$ cat config.mk
export PLATFORM = sky130hd
export DESIGN_NAME = trwm_accum_flat
export DESIGN_NICKNAME = d
export VERILOG_FILES = /design/src/hdl/trwm_pkg.sv /design/src/hdl/trwm_out_if.sv /design/src/hdl/trwm_accum.sv /design/src/flat_wrapper.sv
export VERILOG_INCLUDE_DIRS = /design/src /design/src/hdl
export SDC_FILE = /design/constraint.sdc
export NUM_CORES = 1
export LEC_CHECK = 0
export BUFFER_PORTS_ARGS = -buffer_cell sky130_fd_sc_hd__clkbuf_2
export CORE_MARGIN = 2
export CORE_UTILIZATION = 41
export CTS_CLUSTER_SIZE = 28
export DETAILED_ROUTE_END_ITERATION = 8
export GPL_TIMING_DRIVEN = 0
export HOLD_SLACK_MARGIN = 0.12
export MAX_ROUTING_LAYER = met4
export PLACE_DENSITY = 0.68
export REMOVE_ABC_BUFFERS = 1
export SYNTH_ARGS = -nofsm -noshare
export SYNTH_HDL_FRONTEND = slang
export SYNTH_SLANG_ARGS = --single-unit
export TNS_END_PERCENT = 30
$ cat constraint.sdc
create_clock -name clk_i -period 7.6 [get_ports clk_i]
set_input_delay 0.76 -clock clk_i [delete_from_list [all_inputs] [get_ports clk_i]]
set_output_delay 0.76 -clock clk_i [all_outputs]
set_load 0.01 [all_outputs]
$ cat src/hdl/text_run_width_measure_top_defines.svh
// ----------------------------------------------------------------------------
// text_run_width_measure_top_defines.svh
// Assertion macros shared by the text run width measure modules
// ----------------------------------------------------------------------------
`ifndef TEXT_RUN_WIDTH_MEASURE_TOP_DEFINES_SVH
`define TEXT_RUN_WIDTH_MEASURE_TOP_DEFINES_SVH

// clocked property, off while reset is asserted
`define TRWM_ASSERT_CLK(lbl, prop, msg) \
  lbl: assert property (@(posedge clk_i) disable iff (!rst_ni) prop) else $error(msg);

// implication form: when cond holds, then must hold in the same cycle
`define TRWM_ASSERT_IMPL(lbl, cond, then_expr, msg) \
  `TRWM_ASSERT_CLK(lbl, (cond) |-> (then_expr), msg)

// implication form: when cond holds, then must hold in the next cycle
`define TRWM_ASSERT_NEXT(lbl, cond, then_expr, msg) \
  `TRWM_ASSERT_CLK(lbl, (cond) |=> (then_expr), msg)

`endif

$ cat src/hdl/trwm_pkg.sv
// ----------------------------------------------------------------------------
// trwm_pkg
// Shared types, constants and codes of the text run width measure block
// ----------------------------------------------------------------------------
package trwm_pkg;

  // glyph table geometry
  localparam int GLYPH_SLOTS = 256;
  localparam int SLOT_W      = $clog2(GLYPH_SLOTS);
  localparam int CNT_W       = SLOT_W + 1;
  localparam int HI_W        = CNT_W + 1;

  // field widths
  localparam int CMD_W    = 2;
  localparam int INDEX_W  = 8;
  localparam int CODE_W   = 16;
  localparam int GWIDTH_W = 8;
  localparam int TWIDTH_W = 23;
  localparam int HEIGHT_W = 8;
  localparam int GCOUNT_W = 9;
  localparam int CFG_W    = 9;
  localparam int REG_W    = 2;

  // accumulator and per-character step widths
  localparam int SUM_W  = 24;
  localparam int STEP_W = 10;
  localparam int EXT_W  = SUM_W + 1;

  localparam logic [CODE_W-1:0] SPACE_CODE = 16'h0020;

  localparam logic signed [SUM_W-1:0] SUM_MAX = {1'b0, {(SUM_W-1){1'b1}}};
  localparam logic signed [SUM_W-1:0] SUM_MIN = {1'b1, {(SUM_W-1){1'b0}}};

  // memory entry: code in the upper bits, advance width in the lower
  localparam int ENTRY_W = CODE_W + GWIDTH_W;

  typedef enum logic [CMD_W-1:0] {
    CMD_LOAD    = 2'd0,
    CMD_MEASURE = 2'd1,
    CMD_EMPTY   = 2'd2,
    CMD_NONE    = 2'd3
  } cmd_e;

  typedef enum logic [REG_W-1:0] {
    REG_SPACE_ADV  = 2'd0,
    REG_SPACING    = 2'd1,
    REG_LINE_H     = 2'd2,
    REG_GLYPH_CNT  = 2'd3
  } reg_e;

  typedef enum logic [2:0] {
    ST_IDLE,
    ST_READ,
    ST_MISS,
    ST_ACC,
    ST_EMIT
  } state_e;

  typedef struct packed {
    logic [7:0]          space_adv;
    logic signed [7:0]   spacing;
    logic [HEIGHT_W-1:0] line_h;
    logic [GCOUNT_W-1:0] glyph_cnt;
  } cfg_t;

  // commands from the search sequencer to the accumulator
  typedef struct packed {
    logic                     add;
    logic signed [STEP_W-1:0] step;
    logic                     emit;
    logic                     zero;
  } acc_ctl_t;

endpackage

$ cat src/hdl/trwm_out_if.sv
// ----------------------------------------------------------------------------
// trwm_out_if
// Output channel: measured width and height words
// ----------------------------------------------------------------------------
interface trwm_out_if;
  logic                           valid;
  logic                           ready;
  logic [trwm_pkg::TWIDTH_W-1:0]  text_width;
  logic [trwm_pkg::HEIGHT_W-1:0]  text_height;

  modport source (
    output valid, text_width, text_height,
    input  ready
  );

  modport sink (
    input  valid, text_width, text_height,
    output ready
  );
endinterface

$ cat src/hdl/trwm_accum.sv
// ----------------------------------------------------------------------------
// trwm_accum
// Saturating width accumulator and output register
// ----------------------------------------------------------------------------
`include "text_run_width_measure_top_defines.svh"

module trwm_accum (
  input  logic               clk_i,
  input  logic               rst_ni,
  input  trwm_pkg::acc_ctl_t acc_ctl_i,
  input  trwm_pkg::cfg_t     cfg_i,
  output logic               out_free_o,
  trwm_out_if.source         out_m
);

  logic signed [trwm_pkg::SUM_W-1:0]  sum_q, sum_d;
  logic                               out_valid_q, out_valid_d;
  logic [trwm_pkg::TWIDTH_W-1:0]      out_width_q, out_width_d;
  logic [trwm_pkg::HEIGHT_W-1:0]      out_height_q, out_height_d;

  logic signed [trwm_pkg::EXT_W-1:0]  add_ext;
  logic signed [trwm_pkg::EXT_W-1:0]  fin_ext;
  logic signed [trwm_pkg::EXT_W-1:0]  base_ext;
  logic signed [trwm_pkg::EXT_W-1:0]  max_ext;
  logic signed [trwm_pkg::EXT_W-1:0]  min_ext;
  logic signed [trwm_pkg::SUM_W-1:0]  add_sat;
  logic [trwm_pkg::TWIDTH_W-1:0]      fin_width;

  assign max_ext = {trwm_pkg::SUM_MAX[trwm_pkg::SUM_W-1], trwm_pkg::SUM_MAX};
  assign min_ext = {trwm_pkg::SUM_MIN[trwm_pkg::SUM_W-1], trwm_pkg::SUM_MIN};

  // running sum plus step, saturated
  always_comb begin
    add_ext = {sum_q[trwm_pkg::SUM_W-1], sum_q}
            + {{(trwm_pkg::EXT_W-trwm_pkg::STEP_W){acc_ctl_i.step[trwm_pkg::STEP_W-1]}},
               acc_ctl_i.step};
    if (add_ext > max_ext) begin
      add_sat = trwm_pkg::SUM_MAX;
    end else if (add_ext < min_ext) begin
      add_sat = trwm_pkg::SUM_MIN;
    end else begin
      add_sat = add_ext[trwm_pkg::SUM_W-1:0];
    end
  end

  // final width: sum less one spacing, saturated, clamped at zero
  always_comb begin
    base_ext = acc_ctl_i.zero ? '0 : {sum_q[trwm_pkg::SUM_W-1], sum_q};
    fin_ext  = base_ext
             - {{(trwm_pkg::EXT_W-8){cfg_i.spacing[7]}}, cfg_i.spacing};
    if (fin_ext < 0) begin
      fin_width = '0;
    end else if (fin_ext > max_ext) begin
      fin_width = trwm_pkg::SUM_MAX[trwm_pkg::TWIDTH_W-1:0];
    end else begin
      fin_width = fin_ext[trwm_pkg::TWIDTH_W-1:0];
    end
  end

  // next values
  always_comb begin
    sum_d        = sum_q;
    out_valid_d  = out_valid_q;
    out_width_d  = out_width_q;
    out_height_d = out_height_q;
    if (out_valid_q && out_m.ready) begin
      out_valid_d = 1'b0;
    end
    if (acc_ctl_i.add) begin
      sum_d = add_sat;
    end
    if (acc_ctl_i.emit) begin
      sum_d        = '0;
      out_valid_d  = 1'b1;
      out_width_d  = fin_width;
      out_height_d = cfg_i.line_h;
    end
  end

  // control and sum registers
  always_ff @(posedge clk_i or negedge rst_ni) begin
    if (!rst_ni) begin
      sum_q       <= '0;
      out_valid_q <= 1'b0;
    end else begin
      sum_q       <= sum_d;
      out_valid_q <= out_valid_d;
    end
  end

  // output word payload
  always_ff @(posedge clk_i) begin
    out_width_q  <= out_width_d;
    out_height_q <= out_height_d;
  end

  assign out_free_o        = !out_valid_q || out_m.ready;
  assign out_m.valid       = out_valid_q;
  assign out_m.text_width  = out_width_q;
  assign out_m.text_height = out_height_q;

  // checks
  `TRWM_ASSERT_IMPL(a_emit_when_free, acc_ctl_i.emit, !out_valid_q || out_m.ready, "result overwrites a pending word")
  `TRWM_ASSERT_NEXT(a_sum_cleared, acc_ctl_i.emit, sum_q == '0, "sum not cleared after result")

endmodule

$ cat src/flat_wrapper.sv
// flat-port wrapper written by rule: the top's interface ports become plain ports
module trwm_accum_flat 
  (clk_i, rst_ni, acc_ctl_i, cfg_i, out_free_o, out_m_valid, out_m_text_width, out_m_text_height, out_m_ready);
  trwm_out_if out_m_i ();
  input  logic clk_i;
  input  logic rst_ni;
  input  trwm_pkg::acc_ctl_t acc_ctl_i;
  input  trwm_pkg::cfg_t cfg_i;
  output logic out_free_o;
  output wire logic [$bits(out_m_i.valid)-1:0] out_m_valid;
  output wire logic [$bits(out_m_i.text_width)-1:0] out_m_text_width;
  output wire logic [$bits(out_m_i.text_height)-1:0] out_m_text_height;
  input wire logic [$bits(out_m_i.ready)-1:0] out_m_ready;
  assign out_m_valid = out_m_i.valid;
  assign out_m_text_width = out_m_i.text_width;
  assign out_m_text_height = out_m_i.text_height;
  assign out_m_i.ready = out_m_ready;
  trwm_accum u_core (.clk_i(clk_i), .rst_ni(rst_ni), .acc_ctl_i(acc_ctl_i), .cfg_i(cfg_i), .out_free_o(out_free_o), .out_m(out_m_i));
endmodule
Yosys cells after proc, flatten, opt, wreduce, memory -nomap -nowiden
Cells that the tools add are included.
- input port bits: 49
- logic and storage cells: 23
- bits in registers: 56
- add/subtract/negate cells: 2
- reduce and logical (&&, ||, !) cells: 5
- muxes and demuxes: 8
- magnitude comparators: 4
- operators with widths (operator ; number):
    two-way mux 24 bit ; 4
    > comparator 25 x 24 -> 1 bit, second input constant ; 2
    adder 24 x 10 -> 25 bit ; 1
    less-than comparator 25 x 1 -> 1 bit, second input constant ; 1
    less-than comparator 25 x 24 -> 1 bit, second input constant ; 1
    two-way mux 25 bit ; 1
    subtractor 25 bit ; 1
    two-way mux 23 bit ; 1
    nonzero test 2 bit ; 2
    two-way mux 1 bit ; 2
    logical AND 1 bit ; 1
    logical NOT 1 bit ; 1
    logical OR 1 bit ; 1

Longest topological paths before layout
- word-level depth: 6
- gate-level depth with buffers: 12
- depth with buffers taken out: 10

Worst setup path after synthesis
OpenSTA, ideal clock, no wires.
- path type: input port to flip-flop
- from: input cfg_i[24] (netlist name)
- to: register u_core.out_width_q (netlist bit u_core.out_m.text_width[10]), data pin
- stages on the path: 10
- setup slack: 4.286 ns
- buffers on the path: 1
- arrival time: 3.043 ns
- required time: 7.330 ns
- path through: inv_1 > ha_1 > a21o_1 > a21o_1 > or4_4 > a211oi_2 > nor2_2 > xnor2_4 > buf_6 > a21oi_1
- cells in the longest elaborated chain, start to end: 3
- ends and longest elaborated chain (item ; line ; RTL):
    start, declared ; flat_wrapper.sv:8 ; input trwm_pkg::cfg_t cfg_i;
    subtractor 25 bit * ; trwm_accum.sv:50 ; - {{(trwm_pkg::EXT_W-8){cfg_i.spacing[7]}}, cfg_i.spacing};
    > comparator 25 x 24 -> 1 bit ; trwm_accum.sv:53 ; end else if (fin_ext > max_ext) begin
    two-way mux 23 bit ; trwm_accum.sv:53 ;
    end signal, assigned ; trwm_accum.sv:93 ; out_width_q <= out_width_d;
    end, declared ; trwm_accum.sv:18 ; logic [trwm_pkg::TWIDTH_W-1:0] out_width_q, out_width_d;
Mark *: on every way between the ends. The rest lies on a longest branch, timed or not.
A chain may end at the register's enable or synchronous reset.

Worst setup path after layout
- from: input acc_ctl_i[0] (netlist name)
- to: register u_core.out_width_q (netlist bit u_core.out_m.text_width[6]), data pin
- cells in the longest elaborated chain, start to end: 4
- ends and longest elaborated chain (item ; line ; RTL):
    start, declared ; flat_wrapper.sv:7 ; input trwm_pkg::acc_ctl_t acc_ctl_i;
    two-way mux 25 bit * ; trwm_accum.sv:48 ; base_ext = acc_ctl_i.zero ? '0 : {sum_q[trwm_pkg::SUM_W-1], sum_q};
    subtractor 25 bit * ; trwm_accum.sv:50 ;
    > comparator 25 x 24 -> 1 bit ; trwm_accum.sv:53 ;
    two-way mux 23 bit ; trwm_accum.sv:53 ;
Marks and branches as above.

==> results.tsv <==
metric	value	unit
outcome	complete, no violations	
commonest non-fill, non-tap cell in the layout	a21oi_1	
core area	11400	sq um
GRT overflow	0	
area leader, netlist	edfxtp_1	
Rel. slew slack	40.0	%
Synth cell types	59	
CP startpoint kind	input port	
Critical Path Fanout Max	24	
row count	39	
Post-Syn Area	4770	sq um
P_leak	2.43	nW
Worst-Margin Slew	899	ps
Root Driver	clkbuf_16	
Data arrival, critical path	3650	ps
Fmax	275	MHz
Die Y	112	um
vias in the first global route	3874	
final net count	690	
hpwl dp	8.29	mm
DR iter-0 viols	189	
first-pass GRT wire length	17.6	mm
Hold Crit Class	input port to asynchronous set/reset pin	
GPL Wtd Cong	0.931	
Multi-input gate area	3050	sq um
worst path cell trace	clkbuf_2 > nand2b_1 > ha_1 > fa_1 > nand2b_1 > a21oi_1 > o311ai_0 > nand2_1 > a21oi_1 > o22a_1 > a21oi_1	
top post-synthesis cells by area	edfxtp_1, dfrtp_1, ha_1	
routed len/inst	14.0	um
setup_tns	0	ps
clock sinks	56	
Starting Density	41.9	%
number of max-cap violations	0	
Top FF cell, synth	edfxtp_1	
Resized cells post-CTS	0	
Worst VDD drop	142	uV
Fin. Hold Viols	0	
post-place setup slack	3600	ps
CP bufs+invs	1	
Final Max Slew Viols	0	
Port Buffers	64	
worst r2r src	u_core.sum_q[5]	
clock skew	8.00	ps
worst-skew pair later-pin latency	300	ps
Synth Area per Inst	8.84	sq um
largest net degree at the start of global routing	36	
Cells after Synth	539	
Setup-failing EPs final	0	
register area share after synthesis	32.7	%
most frequent CP cell	a21oi_1	
Reg-to-Reg End	u_core.out_m.text_width[6]	
area occupied by registers	1560	sq um
vias per cell	5.58	
cts bufs inserted	5	
Worst R2R Setup Slack	4340	ps
met2 wire len	4.95	mm
fillers	1114	
Async S/R FF share, synth	44.6	%
Final min period	3640	ps
IO Count	82	
most frequent cells in the layout	a21oi_1, clkbuf_2, nand2_1	
Required @ worst endpoint	7610	ps
top routing layer used	met4	
family with the most delay on the worst path	compound AO/OA/AOI/OAI gates	
CTS Hold Bufs	0	
via count	4103	
PwrDens	334	nW/um^2
Routed Antenna Nets	0	
slowest CP cell	o22a_1	
final worst-path setup slack	3960	ps
CTS tree	yes	
Clock Path Buffers	2	
ANT cells	0	
Max stage delay on crit path	650	ps
area growth from synthesis to layout	11.7	%
Synth Warn #	0	
Synth Register Bits	56	
Met1 Wirelength	4.78	mm
H-tree depth	2	
Pwr Total	1.78	mW
proportion of layout cells with a drive suffix above 1	14.4	%
drt drc	0	
antenna violations before repair	0	
# Post-CTS Setup Buffers	0	
area of the die	12500	sq um
Clock transition at path regs	80	ps
RSZ-0062 raised after global routing	false	
DIE WIDTH	112	um
EDFF count, synth	31	
Yosys top cell area share	19.5	%
CP Capture Type	flip-flop	
GRT Total Usage	17.1	%
metal3 WL	400	um
R2R cell count	9	
final wirelength	10.3	mm
Crit Path Category	input port to flip-flop	
Util after Layout	46.8	%
period utilization	47.9	%
total iterations of the first detailed-routing run	4	
## metal layers
layer  global-route usage, %  vias up
met3                    2.01       10
met2                    29.0       91
met4                    4.69        0
li1                        -     2094
met5                       -        -
met1                    21.5     1908
## report_power, final
group / leakage, nW / total [mW] / switching (mW) / internal [mW]
combinational: 1.73 / 1.05 / 0.607 / 0.440
sequential: 0.632 / 0.498 / 0.0647 / 0.434
clock: 0.0708 / 0.234 / 0.109 / 0.125
total: 2.43 / 1.78 / 0.781 / 0.999
## how the worst max path moves through the flow
stage / from / endpoint / cells after the start
floorplan: cfg_i[24] / u_core.out_m.text_width[0] / 9
global placement: acc_ctl_i[0] / u_core.out_m.text_width[22] / 11
detailed placement: acc_ctl_i[0] / u_core.out_m.text_width[15] / 11
CTS: acc_ctl_i[0] / u_core.out_m.text_width[6] / 11
global route: acc_ctl_i[0] / u_core.out_m.text_width[16] / 11
finish: acc_ctl_i[0] / u_core.out_m.text_width[6] / 11
## per-stage QoR
| step | hold WS (ps) | area (sq um) | std cells |
|---|---|---|---|
| 2_1_floorplan | 464 | 4670 | 520 |
| 3_3_place_gp | 491 | 5170 | 727 |
| 3_5_place_dp | 522 | 5170 | 727 |
| 4_1_cts | 467 | 5320 | 735 |
| 5_1_grt | 503 | 5320 | 735 |
| 6_report | 455 | 5320 | 735 |
## synthesized netlist by cell type (all sizes together), types with 5 or more instances
library cell and n:
a21oi 71, nand3 9, a21o 18, o21ai 23
clkbuf 12, a211oi 8, nor2 32, nor2b 23
nand4 6, a31oi 7, nand2b 16, xnor2 12
buf 7, xor2 26, ha 48, edfxtp 31
dfrtp 25, inv 18, nand2 56, o21a 5
o211ai 26, nor3 9
## state kept, by name (all words and copies together) (netlist names)
signal                    cells
u_core.out_m.text_height      8
u_core.out_m.text_width      23
u_core.out_m.valid            1
u_core.sum_q                 24
## cells by family after synthesis
group | after synthesis | synth area share, %
compound gates | 186 | 25.1
xor+xnor | 38 | 7.38
fa+ha+maj | 50 | 13.4
buf+inv | 37 | 3.44
flops | 56 | 32.7
mux | 1 | 0.210
simple gates | 171 | 17.7
## layout make-up
class / count / share of cell area, %
Inverter: 18 / 1.27
Clock buffer: 5 / 2.35
Clock inverter: 3 / 0.470
Sequential cell: 56 / 29.2
Tap cell: 143 / 3.36
Timing Repair Buffer: 64 / 6.02
Multi-Input combinational cell: 446 / 57.3
Note: power is estimated with default switching activity, not from simulation.
