===== config.mk =====
export PLATFORM = sky130hd
export DESIGN_NAME = trwm_ctrl_flat
export DESIGN_NICKNAME = d
export VERILOG_FILES = /design/src/hdl/trwm_pkg.sv /design/src/hdl/trwm_in_if.sv /design/src/hdl/trwm_ctrl.sv /design/src/flat_wrapper.sv
export VERILOG_INCLUDE_DIRS = /design/src /design/src/hdl
export SDC_FILE = /design/constraint.sdc
export NUM_CORES = 1
export LEC_CHECK = 0
export ABC_AREA = 1
export ABC_CLOCK_PERIOD_IN_PS = 4200
export BUFFER_PORTS_ARGS = -buffer_cell sky130_fd_sc_hd__buf_2
export CORE_ASPECT_RATIO = 1.4
export CORE_UTILIZATION = 25
export CTS_CLUSTER_SIZE = 14
export DETAILED_ROUTE_END_ITERATION = 10
export PLACE_DENSITY = 0.5
export SYNTH_ARGS = -nofsm -noshare
export SYNTH_HDL_FRONTEND = slang
export SYNTH_SLANG_ARGS = --single-unit

===== constraint.sdc =====
create_clock -name clk_i -period 4.2 [get_ports clk_i]
set_clock_uncertainty 0.2 [all_clocks]
set_input_delay 0.42 -clock clk_i [delete_from_list [all_inputs] [get_ports clk_i]]
set_output_delay 0.42 -clock clk_i [all_outputs]
set_load 0.02 [all_outputs]

===== src/hdl/text_run_width_measure_top_defines.svh =====
// ----------------------------------------------------------------------------
// text_run_width_measure_top_defines.svh
// Assertion macros shared by the text run width measure modules
// ----------------------------------------------------------------------------
`ifndef TEXT_RUN_WIDTH_MEASURE_TOP_DEFINES_SVH
`define TEXT_RUN_WIDTH_MEASURE_TOP_DEFINES_SVH

// clocked property, off while reset is asserted
`define TRWM_ASSERT_CLK(lbl, prop, msg) \
  lbl: assert property (@(posedge clk_i) disable iff (!rst_ni) prop) else $error(msg);

// implication form: when cond holds, then must hold in the same cycle
`define TRWM_ASSERT_IMPL(lbl, cond, then_expr, msg) \
  `TRWM_ASSERT_CLK(lbl, (cond) |-> (then_expr), msg)

// implication form: when cond holds, then must hold in the next cycle
`define TRWM_ASSERT_NEXT(lbl, cond, then_expr, msg) \
  `TRWM_ASSERT_CLK(lbl, (cond) |=> (then_expr), msg)

`endif


===== src/hdl/trwm_pkg.sv =====
// ----------------------------------------------------------------------------
// trwm_pkg
// Shared types, constants and codes of the text run width measure block
// ----------------------------------------------------------------------------
package trwm_pkg;

  // glyph table geometry
  localparam int GLYPH_SLOTS = 256;
  localparam int SLOT_W      = $clog2(GLYPH_SLOTS);
  localparam int CNT_W       = SLOT_W + 1;
  localparam int HI_W        = CNT_W + 1;

  // field widths
  localparam int CMD_W    = 2;
  localparam int INDEX_W  = 8;
  localparam int CODE_W   = 16;
  localparam int GWIDTH_W = 8;
  localparam int TWIDTH_W = 23;
  localparam int HEIGHT_W = 8;
  localparam int GCOUNT_W = 9;
  localparam int CFG_W    = 9;
  localparam int REG_W    = 2;

  // accumulator and per-character step widths
  localparam int SUM_W  = 24;
  localparam int STEP_W = 10;
  localparam int EXT_W  = SUM_W + 1;

  localparam logic [CODE_W-1:0] SPACE_CODE = 16'h0020;

  localparam logic signed [SUM_W-1:0] SUM_MAX = {1'b0, {(SUM_W-1){1'b1}}};
  localparam logic signed [SUM_W-1:0] SUM_MIN = {1'b1, {(SUM_W-1){1'b0}}};

  // memory entry: code in the upper bits, advance width in the lower
  localparam int ENTRY_W = CODE_W + GWIDTH_W;

  typedef enum logic [CMD_W-1:0] {
    CMD_LOAD    = 2'd0,
    CMD_MEASURE = 2'd1,
    CMD_EMPTY   = 2'd2,
    CMD_NONE    = 2'd3
  } cmd_e;

  typedef enum logic [REG_W-1:0] {
    REG_SPACE_ADV  = 2'd0,
    REG_SPACING    = 2'd1,
    REG_LINE_H     = 2'd2,
    REG_GLYPH_CNT  = 2'd3
  } reg_e;

  typedef enum logic [2:0] {
    ST_IDLE,
    ST_READ,
    ST_MISS,
    ST_ACC,
    ST_EMIT
  } state_e;

  typedef struct packed {
    logic [7:0]          space_adv;
    logic signed [7:0]   spacing;
    logic [HEIGHT_W-1:0] line_h;
    logic [GCOUNT_W-1:0] glyph_cnt;
  } cfg_t;

  // commands from the search sequencer to the accumulator
  typedef struct packed {
    logic                     add;
    logic signed [STEP_W-1:0] step;
    logic                     emit;
    logic                     zero;
  } acc_ctl_t;

endpackage


===== src/hdl/trwm_in_if.sv =====
// ----------------------------------------------------------------------------
// trwm_in_if
// Input channel: load, measure and empty-string words
// ----------------------------------------------------------------------------
interface trwm_in_if;
  logic                           valid;
  logic                           ready;
  logic [trwm_pkg::CMD_W-1:0]     command;
  logic [trwm_pkg::INDEX_W-1:0]   entry_index;
  logic [trwm_pkg::CODE_W-1:0]    entry_code;
  logic [trwm_pkg::GWIDTH_W-1:0]  entry_width;
  logic [trwm_pkg::CODE_W-1:0]    char_code;
  logic                           last_char;

  modport source (
    output valid, command, entry_index, entry_code, entry_width, char_code, last_char,
    input  ready
  );

  modport sink (
    input  valid, command, entry_index, entry_code, entry_width, char_code, last_char,
    output ready
  );
endinterface


===== src/hdl/trwm_ctrl.sv =====
// ----------------------------------------------------------------------------
// trwm_ctrl
// Input decode, glyph table writes and binary search sequencer
// ----------------------------------------------------------------------------
`include "text_run_width_measure_top_defines.svh"

module trwm_ctrl (
  input  logic                                     clk_i,
  input  logic                                     rst_ni,
  trwm_in_if.sink                                  in_s,
  input  trwm_pkg::cfg_t                           cfg_i,
  output logic                                     ram_we_o,
  output logic [trwm_pkg::SLOT_W-1:0]              ram_waddr_o,
  output logic [trwm_pkg::ENTRY_W-1:0]             ram_wdata_o,
  output logic [trwm_pkg::SLOT_W-1:0]              ram_raddr_o,
  input  logic [trwm_pkg::ENTRY_W-1:0]             ram_rdata_i,
  output trwm_pkg::acc_ctl_t                       acc_ctl_o,
  input  logic                                     out_free_i
);

  trwm_pkg::state_e state_q, state_d;

  logic [trwm_pkg::CODE_W-1:0]            code_q, code_d;
  logic                                   last_q, last_d;
  logic                                   zero_q, zero_d;
  logic [trwm_pkg::CNT_W-1:0]             lo_q, lo_d;
  logic signed [trwm_pkg::HI_W-1:0]       hi_q, hi_d;
  logic [trwm_pkg::SLOT_W-1:0]            mid_q, mid_d;
  logic signed [trwm_pkg::STEP_W-1:0]     step_q, step_d;

  logic [trwm_pkg::CNT_W-1:0]             cnt;
  logic [trwm_pkg::CODE_W-1:0]            probe_code;
  logic [trwm_pkg::GWIDTH_W-1:0]          probe_width;
  logic signed [trwm_pkg::STEP_W-1:0]     glyph_step;
  logic signed [trwm_pkg::STEP_W-1:0]     space_step;
  logic signed [trwm_pkg::STEP_W-1:0]     spacing_ext;
  logic [trwm_pkg::CNT_W-1:0]             lo_n;
  logic signed [trwm_pkg::HI_W-1:0]       hi_n;
  logic [trwm_pkg::CNT_W:0]               mid_sum;
  logic [trwm_pkg::SLOT_W-1:0]            mid_n;
  logic                                   range_empty;
  logic [trwm_pkg::CNT_W-1:0]             mid_ext;

  // valid table size, capped at the table depth
  always_comb begin
    if (int'(cfg_i.glyph_cnt) > trwm_pkg::GLYPH_SLOTS) begin
      cnt = trwm_pkg::CNT_W'(trwm_pkg::GLYPH_SLOTS);
    end else begin
      cnt = trwm_pkg::CNT_W'(cfg_i.glyph_cnt);
    end
  end

  // per-character advance terms
  assign probe_code  = ram_rdata_i[trwm_pkg::ENTRY_W-1:trwm_pkg::GWIDTH_W];
  assign probe_width = ram_rdata_i[trwm_pkg::GWIDTH_W-1:0];
  assign spacing_ext = {{(trwm_pkg::STEP_W-8){cfg_i.spacing[7]}}, cfg_i.spacing};
  assign glyph_step  = $signed({2'b00, probe_width}) + spacing_ext;
  assign space_step  = $signed({2'b00, cfg_i.space_adv}) + spacing_ext;

  // narrowing of the search range after a probe that missed
  always_comb begin
    if (probe_code > code_q) begin
      lo_n = lo_q;
      hi_n = $signed({2'b00, mid_q}) - trwm_pkg::HI_W'(1);
    end else begin
      lo_n = {1'b0, mid_q} + trwm_pkg::CNT_W'(1);
      hi_n = hi_q;
    end
    range_empty = $signed({1'b0, lo_n}) > hi_n;
    mid_sum     = {1'b0, hi_n[trwm_pkg::CNT_W-1:0]} + {1'b0, lo_n};
    mid_n       = mid_sum[trwm_pkg::SLOT_W:1];
  end

  // table write straight from the input word
  assign ram_waddr_o = trwm_pkg::SLOT_W'(in_s.entry_index);
  assign ram_wdata_o = {in_s.entry_code, in_s.entry_width};

  // state register
  always_ff @(posedge clk_i or negedge rst_ni) begin
    if (!rst_ni) begin
      state_q <= trwm_pkg::ST_IDLE;
    end else begin
      state_q <= state_d;
    end
  end

  // search datapath registers
  always_ff @(posedge clk_i) begin
    code_q <= code_d;
    last_q <= last_d;
    zero_q <= zero_d;
    lo_q   <= lo_d;
    hi_q   <= hi_d;
    mid_q  <= mid_d;
    step_q <= step_d;
  end

  // next state and outputs
  always_comb begin
    state_d     = state_q;
    code_d      = code_q;
    last_d      = last_q;
    zero_d      = zero_q;
    lo_d        = lo_q;
    hi_d        = hi_q;
    mid_d       = mid_q;
    step_d      = step_q;
    in_s.ready  = 1'b0;
    ram_we_o    = 1'b0;
    ram_raddr_o = mid_q;
    acc_ctl_o   = '0;

    unique case (state_q)
      trwm_pkg::ST_IDLE: begin
        in_s.ready = 1'b1;
        if (in_s.valid) begin
          unique case (trwm_pkg::cmd_e'(in_s.command))
            trwm_pkg::CMD_LOAD: begin
              ram_we_o = int'(in_s.entry_index) < trwm_pkg::GLYPH_SLOTS;
            end
            trwm_pkg::CMD_MEASURE: begin
              code_d = in_s.char_code;
              last_d = in_s.last_char;
              zero_d = 1'b0;
              if (in_s.char_code == trwm_pkg::SPACE_CODE) begin
                step_d  = space_step;
                state_d = trwm_pkg::ST_ACC;
              end else begin
                lo_d = '0;
                hi_d = $signed({1'b0, cnt}) - trwm_pkg::HI_W'(1);
                if (cnt == '0) begin
                  mid_d       = '0;
                  ram_raddr_o = '0;
                  state_d     = trwm_pkg::ST_MISS;
                end else begin
                  mid_d       = trwm_pkg::SLOT_W'(cnt >> 1);
                  ram_raddr_o = trwm_pkg::SLOT_W'(cnt >> 1);
                  state_d     = trwm_pkg::ST_READ;
                end
              end
            end
            trwm_pkg::CMD_EMPTY: begin
              zero_d  = 1'b1;
              state_d = trwm_pkg::ST_EMIT;
            end
            default: begin
            end
          endcase
        end
      end

      // one probe per cycle, data of the previous address is valid now
      trwm_pkg::ST_READ: begin
        if (probe_code == code_q) begin
          step_d  = glyph_step;
          state_d = trwm_pkg::ST_ACC;
        end else if (range_empty) begin
          mid_d       = '0;
          ram_raddr_o = '0;
          state_d     = trwm_pkg::ST_MISS;
        end else begin
          lo_d        = lo_n;
          hi_d        = hi_n;
          mid_d       = mid_n;
          ram_raddr_o = mid_n;
        end
      end

      // miss falls back to entry zero
      trwm_pkg::ST_MISS: begin
        step_d  = glyph_step;
        state_d = trwm_pkg::ST_ACC;
      end

      trwm_pkg::ST_ACC: begin
        acc_ctl_o.add  = 1'b1;
        acc_ctl_o.step = step_q;
        state_d        = last_q ? trwm_pkg::ST_EMIT : trwm_pkg::ST_IDLE;
      end

      // wait for the output register to free up
      trwm_pkg::ST_EMIT: begin
        if (out_free_i) begin
          acc_ctl_o.emit = 1'b1;
          acc_ctl_o.zero = zero_q;
          state_d        = trwm_pkg::ST_IDLE;
        end
      end

      default: begin
        state_d = trwm_pkg::ST_IDLE;
      end
    endcase
  end

  assign mid_ext = {1'b0, mid_q};

  // checks
  `TRWM_ASSERT_IMPL(a_probe_in_range, state_q == trwm_pkg::ST_READ, mid_ext < cnt, "probe index outside valid table")
  `TRWM_ASSERT_CLK(a_add_emit_excl, !(acc_ctl_o.add && acc_ctl_o.emit), "add and emit issued together")
  `TRWM_ASSERT_NEXT(a_miss_reads_zero, state_q == trwm_pkg::ST_READ && state_d == trwm_pkg::ST_MISS, mid_q == '0, "miss did not select entry zero")

endmodule


===== src/flat_wrapper.sv =====
// flat-port wrapper written by rule: the top's interface ports become plain ports
module trwm_ctrl_flat 
  (clk_i, rst_ni, cfg_i, ram_we_o, ram_waddr_o, ram_wdata_o, ram_raddr_o, ram_rdata_i, acc_ctl_o, out_free_i, in_s_valid, in_s_command, in_s_entry_index, in_s_entry_code, in_s_entry_width, in_s_char_code, in_s_last_char, in_s_ready);
  trwm_in_if in_s_i ();
  input  logic clk_i;
  input  logic rst_ni;
  input  trwm_pkg::cfg_t cfg_i;
  output logic ram_we_o;
  output logic [trwm_pkg::SLOT_W-1:0] ram_waddr_o;
  output logic [trwm_pkg::ENTRY_W-1:0] ram_wdata_o;
  output logic [trwm_pkg::SLOT_W-1:0] ram_raddr_o;
  input  logic [trwm_pkg::ENTRY_W-1:0] ram_rdata_i;
  output trwm_pkg::acc_ctl_t acc_ctl_o;
  input  logic out_free_i;
  input wire logic [$bits(in_s_i.valid)-1:0] in_s_valid;
  input wire logic [$bits(in_s_i.command)-1:0] in_s_command;
  input wire logic [$bits(in_s_i.entry_index)-1:0] in_s_entry_index;
  input wire logic [$bits(in_s_i.entry_code)-1:0] in_s_entry_code;
  input wire logic [$bits(in_s_i.entry_width)-1:0] in_s_entry_width;
  input wire logic [$bits(in_s_i.char_code)-1:0] in_s_char_code;
  input wire logic [$bits(in_s_i.last_char)-1:0] in_s_last_char;
  output wire logic [$bits(in_s_i.ready)-1:0] in_s_ready;
  assign in_s_i.valid = in_s_valid;
  assign in_s_i.command = in_s_command;
  assign in_s_i.entry_index = in_s_entry_index;
  assign in_s_i.entry_code = in_s_entry_code;
  assign in_s_i.entry_width = in_s_entry_width;
  assign in_s_i.char_code = in_s_char_code;
  assign in_s_i.last_char = in_s_last_char;
  assign in_s_ready = in_s_i.ready;
  trwm_ctrl u_core (.clk_i(clk_i), .rst_ni(rst_ni), .in_s(in_s_i), .cfg_i(cfg_i), .ram_we_o(ram_we_o), .ram_waddr_o(ram_waddr_o), .ram_wdata_o(ram_wdata_o), .ram_raddr_o(ram_raddr_o), .ram_rdata_i(ram_rdata_i), .acc_ctl_o(acc_ctl_o), .out_free_i(out_free_i));
endmodule

# After elaboration in Yosys (flattened, before gate mapping)
# Index checks and enable logic that the tools add are counted.
[totals]
reg_bits = 58
wordCells = 90
[op_classes]
add_sub_neg = 6
order_cmp = 3
n_eq_ne = 18
muxes = 44
n_reduce_logical = 11
[op_table]
columns = ["op", "n"]
rows = [
  ["$mux W10", 10],
  ["$mux W9", 7],
  ["$mux W8", 6],
  ["$pmux W10 S3", 1],
  ["$add A9 B8 Y10", 2],
  ["$pmux W10 S2", 1],
  ["$mux W3", 6],
  ["$pmux W9 S2", 1],
  ["$eq A16 B16 Y1", 1],
  ["$eq A16 B6 Y1 const B", 1],
  ["$gt A16 B16 Y1", 1],
  ["$pmux W8 S2", 1],
  ["$pmux W3 S5", 1],
  ["$ne A2 B2 Y1 const B", 6],
  ["$mux W11", 1],
  ["$gt A10 B10 Y1", 1],
  ["$sub A9 B1 Y10 const B", 1],
  ["$add A8 B1 Y9 const B", 1],
  ["$add A9 B9 Y9", 1],
  ["$gt A9 B9 Y1 const B", 1],
  ["$logic_not A9 Y1", 1],
  ["$sub A8 B1 Y9 const B", 1],
  ["$eq A3 B2 Y1 const B", 2],
  ["$mux W2", 3],
  ["other kinds (18)", 24],
]

# Logic depth before layout (Yosys ltp)
# Gate-level depths: netlist (run 1).
[depth]
ltp_word = 8
ltp_mapped = 27
mapped_depth_nobuf = 27

# Worst setup path after synthesis (run 1)
# Ideal clock, no wire load.
[synth_timing]
path_type = "input to register"
start = "in ram_rdata_i[15] (netlist name)"
end = "reg u_core.hi_q[0] (netlist name) (enable)"
setup_time_ps = 401
arrival_time_ps = 3672
required_time_ps = 3599
path_slack_ps = -73
path_stages = 20
path_buffers = 0
path_cell_list = "ha_1 -> nand2_1 -> inv_1 -> a21oi_1 -> nand3_1 -> nand2_1 -> nand2_2 -> nand2_4 -> inv_4 -> or2_1 -> o21ai_1 -> inv_1 -> ha_1 -> inv_2 -> nand2_1 -> nor3_1 -> nand3_1 -> nand2_1 -> nand3_2 -> a21oi_1"
[synth_via]
elab_chain_len = 5
elab_cells_between_ends = 8
cone_classes = "2 x order compare; 3 x eq/ne; 2 x mux; 1 x reduce/logical"
[synth_rtl]
columns = ["element", "line_no", "source"]
rows = [
  ["start, declared", "flat_wrapper.sv:12", "input logic [trwm_pkg::ENTRY_W-1:0] ram_rdata_i;"],
  ["$gt A16 B16 Y1", "trwm_ctrl.sv:62", "if (probe_code > code_q) begin"],
  ["$mux W9", "trwm_ctrl.sv:62", ""],
  ["net u_core.lo_n (one bit)", "trwm_ctrl.sv:37", "logic [trwm_pkg::CNT_W-1:0] lo_n;"],
  ["$gt A10 B10 Y1", "trwm_ctrl.sv:69", "range_empty = $signed({1'b0, lo_n}) > hi_n;"],
  ["$ne A2 B2 Y1 (no source line)", "--", ""],
  ["$reduce_and A6 Y1 (no source line)", "--", ""],
  ["end signal, assigned", "trwm_ctrl.sv:93", "hi_q <= hi_d;"],
  ["end, declared", "trwm_ctrl.sv:27", "logic signed [trwm_pkg::HI_W-1:0] hi_q, hi_d;"],
]
# The timed path passes the listed nets, and every way through them passes these cells.
# A chain may end at the register's enable or synchronous reset.

# Worst setup path after layout (run 1)
[layout_timing]
start = "reg u_core.code_q[13] (netlist name)"
end = "out ram_raddr_o[6] (netlist name)"
[layout_via]
elab_chain_len = 6
elab_cells_between_ends = 9
cone_classes = "1 x add/sub; 2 x order compare; 1 x eq/ne; 5 x mux"
[layout_rtl]
columns = ["element", "line_no", "source"]
rows = [
  ["start, declared", "trwm_ctrl.sv:23", "logic [trwm_pkg::CODE_W-1:0] code_q, code_d;"],
  ["start signal, assigned", "trwm_ctrl.sv:89", "code_q <= code_d;"],
  ["$gt A16 B16 Y1", "trwm_ctrl.sv:62", ""],
  ["$mux W10 / $mux W9 (equally long branches)", "trwm_ctrl.sv:62", ""],
  ["$add A9 B9 Y9 / $gt A10 B10 Y1 (equally long branches)", "trwm_ctrl.sv:70, trwm_ctrl.sv:69", ""],
  ["$mux W8", "trwm_ctrl.sv:157", "end else if (range_empty) begin"],
  ["$mux W8 (*)", "--", ""],
  ["$pmux W8 S2 (*)", "--", ""],
  ["end, declared", "flat_wrapper.sv:11", "output logic [trwm_pkg::SLOT_W-1:0] ram_raddr_o;"],
]
# Mark *: on every way between the ends. The rest lies on a longest branch, timed or not.

==> impl_metrics.py, run 1 <==
metrics = {
    "status": {
        "status": "finished with violations",
        "violations": "setup timing",
    },
    "clock_network": {
        "clkSlewWorstSetupHoldPaths_ns": 0.05,
        "numCtsBuffers": 9,
        "cts_htree_levels": 3,
        "cts_max_path_buffers": 2,
        "clockRootBuffer": "clkbuf_16",
        "clkLatencyLatePin_ns": 0.33,
        "cts_tree": "built",
        "cts_num_sinks": 58,
    },
    "yosys": {
        "synthSimpleGateAreaFrac_pct": 23.1,
        "synth_cells": 639,
        "yosysWarnings": 0,
        "synthTopCellsByArea": "edfxtp_1, ha_1, nand2_1, inv_1, buf_4",
        "ys_seq_elements": 58,
        "synthArstFlopShare_pct": 5.17,
        "yosysSeqAreaShare_pct": 33.8,
        "synthFlopType": "edfxtp_1",
        "synth_compound_area_share_pct": 10.9,
        "synth_top_area_cell": "edfxtp_1",
        "synth_edf_count": 47,
        "synth_xor_area_share_pct": 4.31,
        "syn_area_per_cell_sq_um": 7.62,
        "muxShareOfSynthArea_pct": 0,
        "synth_top_family_by_area": "simple AND/OR/NAND/NOR gates",
        "netlist_area_sq_um": 4870,
        "synth_fa_ha_area_share_pct": 13.1,
        "syn_nets": 801,
        "synth_top_area_share_pct": 29.0,
        "ys_types": 44,
    },
    "sta": {
        "fmax_ghz": 0.238,
        "rsz0062_at_grt": "yes",
        "final_hold_viol_count": 0,
        "period_share_pct": 100,
        "max_slew.worst_pin.slew_ns": 0.706,
        "finalSetupViolations": 2,
        "maxSlewViolCount": 0,
        "period_minus_slack_ns": 4.21,
        "relSlewSlack_pct": 52.7,
        "fin_tns_setup_ns": -0.0134,
        "fin_ws_ns": -0.00772,
    },
    "floorplan": {
        "die_x_um": 120,
        "rows": 60,
        "die_height_um": 167,
        "ios": 167,
        "core-area_sq_um": 19100,
        "die-area_sq_um": 20100,
        "initial_core_util_pct": 25.5,
    },
    "grt": {
        "grt_pass1_vias": 4587,
        "antenna_found_initial": 0,
        "grt.total_usage_pct": 14.3,
        "grt_pass1_wl_mm": 22.3,
        "gr-total-overflow": 0,
        "grt_max_degree": 25,
    },
    "place": {
        "gp_congestion": 0.852,
        "hpwlAfterDp_mm": 11.1,
        "dp_cells": 1000,
        "io_buffers": 94,
    },
    "drt": {
        "ant_nets": 0,
        "drc": 0,
        "first_iter_violations": 129,
        "vias_per_cell": 4.31,
        "drt-total-wl_mm": 14.2,
        "routedWlPerCell_um": 13.7,
        "num_vias": 4496,
        "first_pass_iters": 6,
    },
    "critical_path": {
        "start_kind": "flip-flop",
        "path_buf_inv": 9,
        "reg2reg_from": "u_core.code_q[13]",
        "ff2ff_setup_slack_ns": 0.31,
        "cp.depth": 25,
        "cpPeakStageDelay_ns": 0.34,
        "cp_top_family": "simple AND/OR/NAND/NOR gates",
        "cp-end-kind": "output pin",
        "critical_path_arrival_ns": 3.59,
        "r2r_cells": 24,
        "path_class": "flip-flop to output pin",
        "critPathMaxFanout": 5,
        "critPathRequiredTime_ns": 3.58,
        "r2r_end": "u_core.lo_q[2]",
        "crit_path_frequent_cell": "nand2_2",
        "cp_slowest_cell": "edfxtp_1",
    },
    "finish": {
        "fin_util_pct": 36.3,
        "area_growth_syn_to_layout_pct": 42.7,
        "fin_cells": 1043,
        "final_common_cell": "nand2_1",
        "final_cell_mix": "nand2_1, inv_1, buf_2",
        "diodes": 0,
        "drive_above_1_share_pct": 38.6,
        "nets": 952,
    },
    "pwr": {
        "p_int_w": 0.00300,
        "clkPwrFrac_pct": 16.1,
        "seqPwrFrac_pct": 19.0,
        "power_leakage_nw": 3.47,
        "power.switching_w": 0.00230,
        "vdd_ir_drop_max_v": 0.000331,
        "powerDensity_nw_per_um2": 763,
        "p_sw_share_pct": 43.4,
        "comb_power_share_pct": 64.8,
    },
    "worst_hold_path": {
        "hold_class": "primary input to flip-flop",
        "holdPathStages": 1,
        "min_from": "in_s_last_char",
        "hold_path_end": "u_core.last_q",
    },
    "job": {
        "drv_cap": 0,
    },
}
==> Yosys cell counts (3+ instances only) <==
cell type / n
nand2_1: 127
inv_1: 101
nor2_1: 64
ha_1: 48
edfxtp_1: 47
buf_4: 33
nand3_1: 33
a21oi_1: 28
o21ai_1: 24
xor2_1: 21
o21ai_0: 19
inv_2: 17
dfxtp_1: 8
nand4_1: 8
nor3_1: 8
o21ai_2: 7
a31oi_1: 3
dfrtp_1: 3
o21bai_1: 3
xnor2_1: 3
==> how the worst max path moves through the flow <==
| stage | from | to | slack [ns] |
|---|---|---|---|
| 6_report | u_core.code_q[13] | ram_raddr_o[6] | -0.008 |
| 5_1_grt | u_core.code_q[13] | ram_raddr_o[7] | -0.21 |
| 4_1_cts | u_core.code_q[15] | ram_raddr_o[4] | 0.006 |
| 3_5_place_dp | ram_rdata_i[15] | ram_raddr_o[3] | -0.19 |
| 3_3_place_gp | ram_rdata_i[15] | ram_raddr_o[3] | -0.19 |
| 2_1_floorplan | ram_rdata_i[15] | u_core.hi_q[0] | 0.29 |
==> cell type report <==
cell class              instances  area, sq um
multi-input cells             425         2990
clock inverters                 5          103
well taps                     248          310
fillers                      2017        12200
inverters                     120          463
repair buffers                176         1200
clock buffers                  11          233
flip-flops and latches         58         1650
==> routing by layer <==
layer	GRT usage (%)	wire (um)
met4	6.36	385
met3	3.20	655
met5	0	0
met2	26.8	7750
met1	15.0	5460
==> registers in the layout (all words and copies together) (netlist names) <==
| signal | count |
|---|---|
| u_core.code_q | 16 |
| u_core.hi_q | 10 |
| u_core.step_q | 10 |
| u_core.lo_q | 9 |
| u_core.mid_q | 8 |
| u_core.state_q | 3 |
| u_core.last_q | 1 |
| u_core.zero_q | 1 |
==> power groups by stage <==
| stage | clock, W | combinational (W) | sequential (W) |
|---|---|---|---|
| finish | 0.000855 | 0.00344 | 0.00101 |
| global route | 0.000880 | 0.00377 | 0.00103 |
| CTS | 0.000861 | 0.00312 | 0.00100 |
| detailed placement | 0 | 0.00268 | 0.00101 |
| global placement | 0 | 0.00268 | 0.00101 |
| floorplan | 0 | 0.00166 | 0.00100 |
==> stage by stage <==
| step | setup WS, ns | hold slack [ns] | total power [W] | instance area, sq um |
|---|---|---|---|---|
| 3_3_place_gp | -0.186 | 0.0192 | 0.00369 | 5820 |
| 6_report | -0.00772 | 0.0637 | 0.00530 | 6950 |
| 5_1_grt | -0.206 | 0.0693 | 0.00568 | 6950 |
| 4_1_cts | 0.00592 | 0.0579 | 0.00498 | 6550 |
| 3_5_place_dp | -0.194 | 0.0202 | 0.00369 | 5820 |
| 2_1_floorplan | 0.292 | -0.0756 | 0.00267 | 4880 |
==> worst reg2reg max path, delay by kind of cell, from the launching register on <==
kind | cells | cell delay, ns
buf+inv | 10 | 1.21
simple gates | 10 | 1.09
fa+ha+maj | 2 | 0.40
flops | 1 | 0.34
compound gates | 2 | 0.34
==> what timing repair did <==
action / CTS / global route
hold buffers: 1 / 0
gates cloned: 0 / 0
endpoints found under the setup margin: 8 / 8
hold endpoints to repair: 3 / 0
buffers inserted: 15 / 11
resized for setup: 69 / 69
pin swaps: 14 / 38
==> cell families (layout without fill, tap and decap cells) <==
kind of cell,Yosys count,count (layout)
compound gates,93,93
simple gates,258,258
buf+inv,156,312
xor+xnor,24,24
fa+ha+maj,50,50
flops,58,58
Power figures use the tool's default switching activity.
==> inputs of run 2 (changes only) <==
- SETUP_SLACK_MARGIN: unset -> 0.15
==> impl_metrics.py, run 2 (same netlist as run 1, synthesis figures left out) <==
metrics = {
    "floorplan": {
        "core-area_sq_um": 19100,
        "initial_core_util_pct": 25.5,
        "ios": 167,
        "rows": 60,
        "die_height_um": 167,
        "die_x_um": 120,
        "die-area_sq_um": 20100,
    },
    "critical_path": {
        "cp-end-kind": "output pin",
        "cp_slowest_cell": "edfxtp_1",
        "path_class": "flip-flop to output pin",
        "critical_path_arrival_ns": 3.61,
        "cpPeakStageDelay_ns": 0.34,
        "critPathRequiredTime_ns": 3.58,
        "start_kind": "flip-flop",
        "critPathMaxFanout": 6,
    },
    "clock_network": {
        "cts_num_sinks": 58,
        "cts_tree": "built",
        "clockRootBuffer": "clkbuf_16",
        "cts_htree_levels": 3,
        "clkSlewWorstSetupHoldPaths_ns": 0.05,
        "cts_max_path_buffers": 2,
        "clkLatencyLatePin_ns": 0.33,
        "numCtsBuffers": 9,
    },
    "drt": {
        "drt-total-wl_mm": 14.2,
        "routedWlPerCell_um": 13.7,
        "num_vias": 4517,
        "first_pass_iters": 6,
        "first_iter_violations": 125,
        "vias_per_cell": 4.33,
        "drc": 0,
        "ant_nets": 0,
    },
    "grt": {
        "grtUsageMet2_pct": 26.8,
        "busiest_layer": "met2",
        "gr-total-overflow": 0,
        "grt_use_met3_pct": 3.27,
        "grt.total_usage_pct": 14.4,
        "use_met1_pct": 15.1,
        "grt_pass1_vias": 4603,
        "grt_pass1_wl_mm": 22.4,
        "grt_max_degree": 25,
        "antenna_found_initial": 0,
    },
    "place": {
        "hpwlAfterDp_mm": 11.1,
        "io_buffers": 94,
        "dpl_cell_area_sq_um": 5820,
        "gp_congestion": 0.852,
        "dp_cells": 1000,
        "dp_worst_setup_slack_ns": -0.194,
    },
    "finish": {
        "largest-register": "u_core.code_q",
        "reg_top3": "u_core.code_q: 16 flops, u_core.hi_q: 10 flops, u_core.step_q: 10 flops",
        "final_cell_mix": "nand2_1, buf_2, inv_1",
        "largest_reg_flops": 16,
        "final_common_cell": "nand2_1",
        "final_cell_area_sq_um": 7000,
        "area_growth_syn_to_layout_pct": 43.7,
        "fin_cells": 1043,
        "drive_above_1_share_pct": 39.6,
        "nets": 952,
        "diodes": 0,
    },
    "sta": {
        "period_share_pct": 101,
        "final_hold_viol_count": 0,
        "period_minus_slack_ns": 4.23,
        "finalSetupViolations": 7,
        "fmax_ghz": 0.236,
        "maxSlewViolCount": 0,
        "max_slew.worst_pin.slew_ns": 0.665,
        "relSlewSlack_pct": 55.5,
        "rsz0062_at_grt": "yes",
        "fin_ws_ns": -0.0347,
    },
    "pwr": {
        "vdd_ir_drop_max_v": 0.000331,
        "powerDensity_nw_per_um2": 765,
        "finalPower_w": 0.00535,
        "power_leakage_nw": 3.47,
    },
    "status": {
        "status": "finished with violations",
        "violations": "setup timing",
    },
    "job": {
        "drv_cap": 0,
    },
    "worst_hold_path": {
        "hold_class": "primary input to flip-flop",
    },
}
==> run 2: changes by cell type in the layout (fill, tap and decap cells not counted), moves of 2 or more <==
cell     previous run  this run
a21oi_2             6         9
ha_4               13        15
a21oi_1            22        19
nand2_2            15        13
inv_1              87        85
inv_2              29        31
nand2_4             7         9
ha_1               35        33
==> run 2: area by class of cell <==
| cell class | instances | area [sq um] |
|---|---|---|
| fillers | 2011 | 12100 |
| multi-input cells | 425 | 3040 |
| flip-flops and latches | 58 | 1650 |
| repair buffers | 176 | 1200 |
| inverters | 120 | 463 |
| well taps | 248 | 310 |
| clock buffers | 11 | 233 |
| clock inverters | 5 | 103 |
==> run 2: report_power, final <==
part	internal [W]	switching [W]	leakage (nW)
Clock	0.000579	0.000272	0.160
Sequential	0.000919	0.0000889	0.547
Combinational	0.00153	0.00196	2.77
==> run 2: per-layer routing <==
metal	part of all wire, %	up-vias
met5	0	-
li1	-	2337
met2	54	100
met1	38	2045
met4	3.6	0
met3	4.3	35
==> run 2: through the flow <==
step           hold slack [ns]  setup TNS, ns  utilization, %
2_1_floorplan          -0.0756              0               -
5_1_grt                 0.0693          -1.37            36.6
6_report                0.0636         -0.158            36.6
3_3_place_gp            0.0192          -1.27            30.4
3_5_place_dp            0.0202          -1.34            30.4
4_1_cts                 0.0579              0            34.7
==> run 2: path summary, 6_finish.rpt <==
check | start | endpoint | slack [ns] | cells past startpoint
setup / recovery | u_core.code_q[7] | ram_raddr_o[6] | -0.03 | 26
hold reg to reg | u_core.mid_q[4] | u_core.mid_q[4] | 0.33 | 2
hold / removal | in_s_last_char | u_core.last_q | 0.06 | 1
min in group asynchronous | rst_ni | u_core.state_q[0] | 0.21 | 2
max in group asynchronous | rst_ni | u_core.state_q[2] | 3.48 | 2
setup reg to reg | u_core.code_q[7] | u_core.lo_q[2] | 0.30 | 25
==> run 2: repair_timing <==
action,CTS,global route
pin swaps,18,37
hold buffers,1,0
gates resized for setup,88,60
hold endpoints to repair,3,0
setup buffers,15,11
endpoints found under the setup margin,8,27
==> run 2: worst max-delay path, delay by kind of cell, from the launching register on <==
family	cells	cell delay, ns
buffers and inverters	10	1.02
adder cells (fa/ha/maj)	2	0.50
flip-flops	1	0.34
AO/OA/AOI/OAI	1	0.07
AND/OR/NAND/NOR	13	1.36
